--- src/hdl/kcl_pkg.sv ---
`timescale 1ns / 1ps
// ----------------------------------------------------------------------------
// kcl_pkg: shared types and constants of the keypad code lock
// Key codes, command digits, register indexes, the default password and the
// status bundle that the run matcher returns to the control logic.
// ----------------------------------------------------------------------------
package kcl_pkg;

  typedef logic [3:0] digit_t;

  // input item kinds
  localparam logic IN_KEY  = 1'b0;
  localparam logic IN_TICK = 1'b1;

  // key codes
  localparam digit_t KEY_DIGIT_MAX = 4'd9;
  localparam digit_t KEY_STAR      = 4'd10;
  localparam digit_t KEY_HASH      = 4'd11;

  // command digits typed after star
  localparam digit_t CMD_KEY_DELETE = 4'd0;
  localparam digit_t CMD_KEY_ENROLL = 4'd1;
  localparam digit_t CMD_KEY_CHANGE = 4'd2;
  localparam digit_t CMD_KEY_RADIO  = 4'd7;

  // codes reported for outside action
  localparam logic [1:0] CMD_DELETE = 2'd0;
  localparam logic [1:0] CMD_ENROLL = 2'd1;
  localparam logic [1:0] CMD_RADIO  = 2'd2;

  // configuration register indexes
  localparam logic CFG_MAX_ERRORS = 1'b0;
  localparam logic CFG_MIN_NEW_LEN = 1'b1;

  // configuration reset values
  localparam logic [3:0] MAX_ERRORS_RST = 4'd3;
  localparam logic [3:0] MIN_NEW_LEN_RST = 4'd6;

  // default password: 0 2 0 0 3 5
  localparam int PW_RESET_LEN = 6;

  function automatic digit_t kcl_pw_reset(input int idx);
    digit_t d;
    d = 4'd0;
    if (idx == 1) d = 4'd2;
    if (idx == 4) d = 4'd3;
    if (idx == 5) d = 4'd5;
    return d;
  endfunction

  // matcher status
  typedef struct packed {
    logic done;
    logic hit;
  } kcl_scan_t;

endpackage

--- src/hdl/kcl_matcher.sv ---
`timescale 1ns / 1ps
// ----------------------------------------------------------------------------
// kcl_matcher: contiguous-run search of the password in the typed entry
// Loads the entry into a window shift register and slides it one digit per
// cycle; each cycle compares all password digits against the window at once.
// ----------------------------------------------------------------------------
module kcl_matcher import kcl_pkg::*; #(
  parameter int MAX_DIGITS = 15,
  parameter int CW         = $clog2(MAX_DIGITS + 1)
) (
  input  logic                           clk,
  input  logic                           rst_n,
  input  logic                           start,
  input  digit_t [MAX_DIGITS-1:0]        entry,
  input  logic [CW-1:0]                  tlen,
  input  digit_t [MAX_DIGITS-1:0]        pw,
  input  logic [CW-1:0]                  plen,
  output kcl_scan_t                      res
);

  digit_t [MAX_DIGITS-1:0] win_r, win_nxt;
  logic [CW-1:0]           left_r, left_nxt;
  logic                    busy_r, busy_nxt;
  kcl_scan_t               res_r, res_nxt;
  logic                    win_eq;

  // compare the active password lanes against the window
  always_comb begin
    win_eq = 1'b1;
    for (int k = 0; k < MAX_DIGITS; k++) begin
      if (CW'(k) < plen && win_r[k] != pw[k]) win_eq = 1'b0;
    end
  end

  // advance the search one start offset per cycle
  always_comb begin
    win_nxt  = win_r;
    left_nxt = left_r;
    busy_nxt = busy_r;
    res_nxt  = '0;
    if (start) begin
      win_nxt = entry;
      if (plen > tlen) begin
        res_nxt.done = 1'b1;
        busy_nxt     = 1'b0;
      end else begin
        left_nxt = tlen - plen + CW'(1);
        busy_nxt = 1'b1;
      end
    end else if (busy_r) begin
      if (win_eq) begin
        res_nxt.done = 1'b1;
        res_nxt.hit  = 1'b1;
        busy_nxt     = 1'b0;
      end else if (left_r == CW'(1)) begin
        res_nxt.done = 1'b1;
        busy_nxt     = 1'b0;
      end else begin
        left_nxt = left_r - CW'(1);
        for (int k = 0; k < MAX_DIGITS - 1; k++) win_nxt[k] = win_r[k+1];
        win_nxt[MAX_DIGITS-1] = 4'd0;
      end
    end
  end

  always_ff @(posedge clk) begin
    if (!rst_n) begin
      busy_r <= 1'b0;
      res_r  <= '0;
      left_r <= '0;
    end else begin
      busy_r <= busy_nxt;
      res_r  <= res_nxt;
      left_r <= left_nxt;
    end
  end

  // hold the window; it needs no reset
  always_ff @(posedge clk) begin
    win_r <= win_nxt;
  end

  assign res = res_r;

  // a running search always has an offset left to try
  a_busy_left: assert property (@(posedge clk) disable iff (!rst_n)
    busy_r |-> left_r != '0)
    else $error("matcher busy with no offsets left");

  // a result is never reported while the search keeps running
  a_done_idle: assert property (@(posedge clk) disable iff (!rst_n)
    res_r.done |-> !busy_r)
    else $error("matcher reported done while busy");

  // a hit only comes with a finished search
  a_hit_done: assert property (@(posedge clk) disable iff (!rst_n)
    res_r.hit |-> res_r.done)
    else $error("matcher hit without done");

endmodule

--- src/hdl/keypad_code_lock_core.sv ---
`timescale 1ns / 1ps
// ----------------------------------------------------------------------------
// keypad_code_lock_core: keypad code lock with buffered entry
// Buffers digits, checks the password as a run anywhere in the entry,
// handles command mode, two-pass password change and failure lockout.
//
//   channel | ports                               | direction
//   --------+-------------------------------------+----------
//   input   | in_valid in_stall in_cmd in_key     | in
//   result  | out_valid out_stall out_unlock ...  | out
//   config  | cfg_we cfg_index cfg_wdata          | in
//
// An item without a password check goes from accept through ST_EXEC to its result.
// A star or hash that checks the password waits in ST_SCAN while the matcher
// slides one start offset per cycle, and then passes ST_EXEC.
// One item is worked on at a time; a waiting result does not block accept.
// rst_n is synchronous; it restores the default password and registers.
// ----------------------------------------------------------------------------
module keypad_code_lock_core import kcl_pkg::*; #(
  parameter int MAX_DIGITS = 15
) (
  input  logic       clk,
  input  logic       rst_n,
  input  logic       in_valid,
  output logic       in_stall,
  input  logic       in_cmd,
  input  logic [3:0] in_key,
  output logic       out_valid,
  input  logic       out_stall,
  output logic       out_unlock,
  output logic       out_rejected,
  output logic       out_command_valid,
  output logic [1:0] out_command_code,
  output logic       out_password_changed,
  output logic       out_locked_out,
  output logic [3:0] out_error_count,
  input  logic       cfg_we,
  input  logic       cfg_index,
  input  logic [3:0] cfg_wdata
);

  localparam int CW = $clog2(MAX_DIGITS + 1);
  localparam int LW = (CW > 4) ? CW : 4;

  typedef enum logic [1:0] {ST_IDLE, ST_SCAN, ST_EXEC} state_t;

  state_t state_r, state_nxt;

  digit_t [MAX_DIGITS-1:0] entry_r, entry_nxt;
  digit_t [MAX_DIGITS-1:0] pend_r, pend_nxt;
  digit_t [MAX_DIGITS-1:0] pw_r, pw_nxt;
  logic [CW-1:0] count_r, count_nxt;
  logic [CW-1:0] stage_r, stage_nxt;
  logic [CW-1:0] pwlen_r, pwlen_nxt;
  logic          armed_r, armed_nxt;
  logic [3:0]    fail_r, fail_nxt;
  logic [3:0]    max_err_r, max_err_nxt;
  logic [3:0]    min_len_r, min_len_nxt;
  logic          hit_r, hit_nxt;
  logic          item_cmd_r;
  digit_t        item_key_r;

  logic       out_valid_r, out_valid_nxt;
  logic       unlock_r, unlock_nxt;
  logic       rej_r, rej_nxt;
  logic       cv_r, cv_nxt;
  logic [1:0] cc_r, cc_nxt;
  logic       chg_r, chg_nxt;
  logic       lock_r, lock_nxt;
  logic [3:0] errs_r, errs_nxt;

  logic      in_accept;
  logic      out_free;
  logic      locked;
  logic      need_scan;
  logic      scan_start;
  logic      pend_eq;
  logic      len_ok;
  logic [3:0] min_len;
  kcl_scan_t scan_res;

  assign in_stall  = (state_r != ST_IDLE);
  assign in_accept = in_valid && !in_stall;
  assign out_free  = !out_valid_r || !out_stall;
  assign locked    = (fail_r >= max_err_r);
  assign min_len   = (min_len_r == 4'd0) ? 4'd1 : min_len_r;
  assign len_ok    = (LW'(count_r) >= LW'(min_len));

  // items that need a password search before they can act
  assign need_scan = (in_cmd == IN_KEY) && !locked && (count_r != '0) && !armed_r &&
                     ((in_key == KEY_STAR) || (in_key == KEY_HASH && stage_r == '0));
  assign scan_start = in_accept && need_scan;

  // confirmation digits against the first new entry
  always_comb begin
    pend_eq = 1'b1;
    for (int k = 0; k < MAX_DIGITS; k++) begin
      if (CW'(k) < count_r && pend_r[k] != entry_r[k]) pend_eq = 1'b0;
    end
  end

  kcl_matcher #(
    .MAX_DIGITS (MAX_DIGITS),
    .CW         (CW)
  ) u_matcher (
    .clk   (clk),
    .rst_n (rst_n),
    .start (scan_start),
    .entry (entry_r),
    .tlen  (count_r),
    .pw    (pw_r),
    .plen  (pwlen_r),
    .res   (scan_res)
  );

  // sequence one item and apply its effect
  always_comb begin
    state_nxt     = state_r;
    entry_nxt     = entry_r;
    pend_nxt      = pend_r;
    pw_nxt        = pw_r;
    count_nxt     = count_r;
    stage_nxt     = stage_r;
    pwlen_nxt     = pwlen_r;
    armed_nxt     = armed_r;
    fail_nxt      = fail_r;
    max_err_nxt   = max_err_r;
    min_len_nxt   = min_len_r;
    hit_nxt       = hit_r;
    out_valid_nxt = out_valid_r && out_stall;
    unlock_nxt    = unlock_r;
    rej_nxt       = rej_r;
    cv_nxt        = cv_r;
    cc_nxt        = cc_r;
    chg_nxt       = chg_r;
    lock_nxt      = lock_r;
    errs_nxt      = errs_r;

    if (cfg_we && cfg_index == CFG_MAX_ERRORS) max_err_nxt = cfg_wdata;
    if (cfg_we && cfg_index == CFG_MIN_NEW_LEN) min_len_nxt = cfg_wdata;

    case (state_r)
      ST_IDLE: begin
        if (in_accept) state_nxt = need_scan ? ST_SCAN : ST_EXEC;
      end
      ST_SCAN: begin
        if (scan_res.done) begin
          hit_nxt   = scan_res.hit;
          state_nxt = ST_EXEC;
        end
      end
      ST_EXEC: begin
        if (out_free) begin
          unlock_nxt = 1'b0;
          rej_nxt    = 1'b0;
          cv_nxt     = 1'b0;
          cc_nxt     = CMD_DELETE;
          chg_nxt    = 1'b0;
          if (item_cmd_r == IN_TICK) begin
            // drop entry, command mode and any change in progress
            count_nxt = '0;
            armed_nxt = 1'b0;
            stage_nxt = '0;
          end else if (locked) begin
            // ignore keys while locked out
          end else if (item_key_r <= KEY_DIGIT_MAX) begin
            if (count_r < CW'(MAX_DIGITS)) begin
              for (int k = 0; k < MAX_DIGITS; k++) begin
                if (CW'(k) == count_r) entry_nxt[k] = item_key_r;
              end
              count_nxt = count_r + CW'(1);
            end else begin
              rej_nxt = 1'b1;
              if (fail_r < max_err_r) fail_nxt = fail_r + 4'd1;
              count_nxt = '0;
              armed_nxt = 1'b0;
            end
          end else if (item_key_r == KEY_STAR && count_r != '0) begin
            if (!armed_r) begin
              if (hit_r) begin
                armed_nxt = 1'b1;
              end else begin
                rej_nxt = 1'b1;
                if (fail_r < max_err_r) fail_nxt = fail_r + 4'd1;
              end
            end else begin
              armed_nxt = 1'b0;
            end
            count_nxt = '0;
            stage_nxt = '0;
          end else if (item_key_r == KEY_HASH && count_r != '0) begin
            if (!armed_r && stage_r == '0) begin
              // plain unlock attempt
              if (hit_r) begin
                unlock_nxt = 1'b1;
                fail_nxt   = 4'd0;
              end else begin
                rej_nxt = 1'b1;
                if (fail_r < max_err_r) fail_nxt = fail_r + 4'd1;
              end
            end else if (!armed_r) begin
              // password change passes
              if (stage_r == CW'(1) && len_ok) begin
                pend_nxt  = entry_r;
                stage_nxt = count_r;
              end else if (stage_r == count_r && len_ok) begin
                if (pend_eq) begin
                  for (int k = 0; k < MAX_DIGITS; k++) begin
                    pw_nxt[k] = (CW'(k) < count_r) ? pend_r[k] : 4'd0;
                  end
                  pwlen_nxt = count_r;
                  chg_nxt   = 1'b1;
                end
                stage_nxt = '0;
              end else begin
                stage_nxt = '0;
              end
            end else begin
              // command digit in armed mode
              if (count_r == CW'(1)) begin
                case (entry_r[0])
                  CMD_KEY_DELETE: begin
                    cv_nxt = 1'b1;
                    cc_nxt = CMD_DELETE;
                  end
                  CMD_KEY_ENROLL: begin
                    cv_nxt = 1'b1;
                    cc_nxt = CMD_ENROLL;
                  end
                  CMD_KEY_CHANGE: begin
                    stage_nxt = CW'(1);
                  end
                  CMD_KEY_RADIO: begin
                    cv_nxt = 1'b1;
                    cc_nxt = CMD_RADIO;
                  end
                  default: begin
                  end
                endcase
              end
              armed_nxt = 1'b0;
            end
            count_nxt = '0;
          end
          lock_nxt      = (fail_nxt >= max_err_r);
          errs_nxt      = fail_nxt;
          out_valid_nxt = 1'b1;
          state_nxt     = ST_IDLE;
        end
      end
      default: state_nxt = ST_IDLE;
    endcase
  end

  // hold state, lock registers and the result register
  always_ff @(posedge clk) begin
    if (!rst_n) begin
      state_r     <= ST_IDLE;
      count_r     <= '0;
      stage_r     <= '0;
      armed_r     <= 1'b0;
      fail_r      <= 4'd0;
      max_err_r   <= MAX_ERRORS_RST;
      min_len_r   <= MIN_NEW_LEN_RST;
      pwlen_r     <= CW'(PW_RESET_LEN);
      hit_r       <= 1'b0;
      out_valid_r <= 1'b0;
      unlock_r    <= 1'b0;
      rej_r       <= 1'b0;
      cv_r        <= 1'b0;
      cc_r        <= CMD_DELETE;
      chg_r       <= 1'b0;
      lock_r      <= 1'b0;
      errs_r      <= 4'd0;
      for (int k = 0; k < MAX_DIGITS; k++) pw_r[k] <= kcl_pw_reset(k);
    end else begin
      state_r     <= state_nxt;
      count_r     <= count_nxt;
      stage_r     <= stage_nxt;
      armed_r     <= armed_nxt;
      fail_r      <= fail_nxt;
      max_err_r   <= max_err_nxt;
      min_len_r   <= min_len_nxt;
      pwlen_r     <= pwlen_nxt;
      hit_r       <= hit_nxt;
      out_valid_r <= out_valid_nxt;
      unlock_r    <= unlock_nxt;
      rej_r       <= rej_nxt;
      cv_r        <= cv_nxt;
      cc_r        <= cc_nxt;
      chg_r       <= chg_nxt;
      lock_r      <= lock_nxt;
      errs_r      <= errs_nxt;
      pw_r        <= pw_nxt;
    end
  end

  // hold the digit buffers and the accepted item
  always_ff @(posedge clk) begin
    entry_r <= entry_nxt;
    pend_r  <= pend_nxt;
    if (in_accept) begin
      item_cmd_r <= in_cmd;
      item_key_r <= in_key;
    end
  end

  assign out_valid            = out_valid_r;
  assign out_unlock           = unlock_r;
  assign out_rejected         = rej_r;
  assign out_command_valid    = cv_r;
  assign out_command_code     = cc_r;
  assign out_password_changed = chg_r;
  assign out_locked_out       = lock_r;
  assign out_error_count      = errs_r;

  // a search finishes only while the item waits for it
  a_scan_state: assert property (@(posedge clk) disable iff (!rst_n)
    scan_res.done |-> state_r == ST_SCAN)
    else $error("search result outside of scan state");

  // an unlock always comes with a cleared error count
  a_unlock_clear: assert property (@(posedge clk) disable iff (!rst_n)
    out_valid_r && unlock_r |-> errs_r == 4'd0)
    else $error("unlock with nonzero error count");

  // at most one kind of event per result
  a_one_event: assert property (@(posedge clk) disable iff (!rst_n)
    out_valid_r |-> $countones({unlock_r, rej_r, cv_r, chg_r}) <= 1)
    else $error("several events in one result");

  // command code is zero unless a command is requested
  a_code_zero: assert property (@(posedge clk) disable iff (!rst_n)
    out_valid_r && !cv_r |-> cc_r == CMD_DELETE)
    else $error("command code set without a command");

  // armed mode and a password change never coexist
  a_arm_stage: assert property (@(posedge clk) disable iff (!rst_n)
    armed_r |-> stage_r == '0)
    else $error("armed during password change");

endmodule

--- config.mk ---
export PLATFORM = sky130hd
export DESIGN_NAME = keypad_code_lock_core
export DESIGN_NICKNAME = d
export VERILOG_FILES = /design/src/hdl/kcl_pkg.sv /design/src/hdl/kcl_matcher.sv /design/src/hdl/keypad_code_lock_core.sv
export SDC_FILE = /design/constraint.sdc
export NUM_CORES = 1
export LEC_CHECK = 0
export BUFFER_PORTS_ARGS = -buffer_cell sky130_fd_sc_hd__buf_4
export CAP_MARGIN = 20
export CORE_MARGIN = 2
export CORE_UTILIZATION = 60
export CTS_CLUSTER_SIZE = 16
export DETAILED_ROUTE_END_ITERATION = 6
export GPL_TIMING_DRIVEN = 0
export PLACE_DENSITY_LB_ADDON = 0.25
export SYNTH_ARGS = -nofsm -noshare
export SYNTH_HDL_FRONTEND = slang
export SYNTH_HIERARCHICAL = 1
export SYNTH_SLANG_ARGS = --single-unit
--- constraint.sdc ---
create_clock -name clk -period 12.6 [get_ports clk]
set_input_delay 3.15 -clock clk [delete_from_list [all_inputs] [get_ports clk]]
set_output_delay 3.15 -clock clk [all_outputs]
set_load 0.02 [all_outputs]
==> qor.yml <==
vias: 9274
routabilityCongestion: 0.947
postCtsHoldBufs: 0
final_cell_mix: "185 x edfxtp_1, 103 x dfxtp_1, 97 x nand3_1, 88 x nand2_1, 73 x xor2_1"
whs_endpoint: "out_command_code[1]"
die_h_um: 152
first_global_vias: 9316
status: "finished, final reports clean"
syn_area_sq_mm: 0.0131
clk_pin_slew_ns: 0.06
cellPowerDensity_mw_per_mm2: 130
rr_startpoint: "count_r[1]"
post_synth.cell_area_avg_sq_um: 11.6
peakVddDrop_mv: 0.126
start_kind: "input port"
synth_edf_count: 185
end_kind: "flop"
core_area_sq_mm: 0.0216
synth_warnings: 6
worstMarginPinSlew_ns: 1.18
skew_ns: 0.0188
fin_tns_setup_ns: 0
initial_core_util_pct: 60.6
ys_seq_area_share_pct: 58.2
fp.dieArea_sq_mm: 0.0230
die_w_um: 152
wl_per_cell_um: 23.0
areaGrowthSynthToFinish_pct: 11.6
rsz0062_at_grt: "no"
antenna_found_initial: 0
hpwl_um: 23600
async_flop_share_pct: 0
first_pass_iters: 6
drtAntennaViolNets: 0
nNetsFinal: 1232
drive_gt1_share_pct: 12.6
grt_usage_pct: 30.7
criticalPathCategory: "input port to flop"
row_count: 54
cts_htree_levels: 1
hp-class: "flop to flop"
rr_endpoint: "u_matcher/win_r[57]"
reg2reg_depth: 11
clockRootBuffer: "clkbuf_16"
finalSetupViolations: 0
clk_path_buf_depth: 3
slew_violations: 0
cts_resized: 0
cp_data_arrival_time_ns: 6.25
required_ns: 12.80
grt_remaining_overflow: 0
total_leakage_power_uw: 0.00492
layout_setup_ws_ns: 6.55
fin_crit_sh_pct: 48.0
crit_fanout: 55
synthFlopType: "edfxtp_1"
pin_count: 28
ys_ff_latch: 288
syn_inst: 1130
max_slew_margin_pct: 20.8
drtIter0Drc: 827
hold_path_depth: 2
worstHoldStart: "out_command_code[1]"
grt_max_degree: 61
portBuffers: 26
syn_nets: 1172
post_cts_buffers: 0
period_needed_ns: 6.05
numCtsBuffers: 29
final_common_cell: "edfxtp_1"
num_antenna_cells: 0
viasPerCell: 6.22
numClockSinks: 288
rrSetupSlack_ns: 7.73
grt_pass1_wl_um: 52300
max_freq_mhz: 165
pre_cts_slack_ns: 6.16
hold_violations: 0
synth_cell_types: 77
drt-total-wl_um: 34300
clk_latency_ns: 0.55
cts_tree: "done"
drcViolationCount: 0
cap_violations: 0
[sequential cells by signal, summed over array words and instances, names as in the netlist, 60 cells and up]
| register | count |
|---|---|
| entry_r | 60 |
| pend_r | 60 |
| pw_r | 60 |
| u_matcher/win_r | 60 |
[stage by stage]
step | total power [uW] | instance area (sq um) | util (%) | hold WS (ns) | instances
3_5_place_dp | 1080 | 13700 | 63.3 | 0.448 | 1438
5_1_grt | 1950 | 14600 | 67.6 | 0.470 | 1492
6_report | 1890 | 14600 | 67.6 | 0.452 | 1492
2_1_floorplan | 1060 | 13100 | - | 0.432 | 1130
3_3_place_gp | 1080 | 13600 | 63.1 | 0.443 | 1436
4_1_cts | 1900 | 14600 | 67.6 | 0.456 | 1491
[metal layers]
metal	share of wire, %	GRT usage (%)	vias up	routed length (um)
met3	9.3	7.19	92	3210
li1	-	-	4267	-
met4	3.3	10.9	0	1140
met1	40	40.5	4519	13900
met5	0	0	-	0
met2	47	49.9	396	16100
[report_power, final]
group / switching [uW] / internal [uW]
Sequential: 9.64 / 1000
Combinational: 35.2 / 16.2
Clock: 349 / 483
[worst max-delay path by stage]
stage / from / endpoint / slack (ns)
2_1_floorplan: in_key[2] / u_matcher/win_r[0] / 6.66
3_3_place_gp: in_key[2] / u_matcher/win_r[56] / 5.26
3_5_place_dp: in_key[2] / u_matcher/win_r[44] / 6.16
4_1_cts: in_key[2] / u_matcher/win_r[57] / 6.71
5_1_grt: in_key[2] / u_matcher/win_r[57] / 6.46
6_report: in_key[2] / u_matcher/win_r[57] / 6.55
[cell usage after synthesis (all sizes together) (26+ instances only)]
cell type / instances / share of area (%)
nor2: 55 / 1.6
mux2: 57 / 4.9
inv: 27 / 0.77
clkbuf: 31 / 0.89
o21ai: 73 / 2.8
xnor2: 54 / 3.6
ha: 26 / 2.5
nand3: 97 / 3.7
dfxtp: 103 / 16
xor2: 73 / 4.9
edfxtp: 185 / 42
nand2: 88 / 2.5
a21oi: 41 / 1.6
[critical path, cell delays in order]
cell and delay [ns]:
buf_4 0.11, nand4bb_1 0.27, or4_1 0.44, a221oi_1 0.34
and2_1 0.24, clkbuf_1 0.38, clkbuf_1 0.68, a31o_4 0.27
buf_16 0.29
[logic make-up after synthesis]
kind of cell	count (synthesis)	share of synthesized area (%)
buffers and inverters	83	2.54
and+or+nand+nor	350	13.3
adders and majority gates	27	2.64
muxes	63	5.36
xor gates and xnor gates	127	8.49
DFF	288	58.2
AOI/OAI and AO/OA	192	9.48
[final cells by class]
type / instances / area, sq um
clock buffer: 43 / 848
sequential: 288 / 7620
fill: 1655 / 7000
timing repair buffer: 29 / 233
buffer: 56 / 231
clock inverter: 10 / 76.3
multi-input combinational: 759 / 5160
tap: 280 / 350
inverter: 27 / 101
No activity file was read; power rests on OpenSTA's default activity.
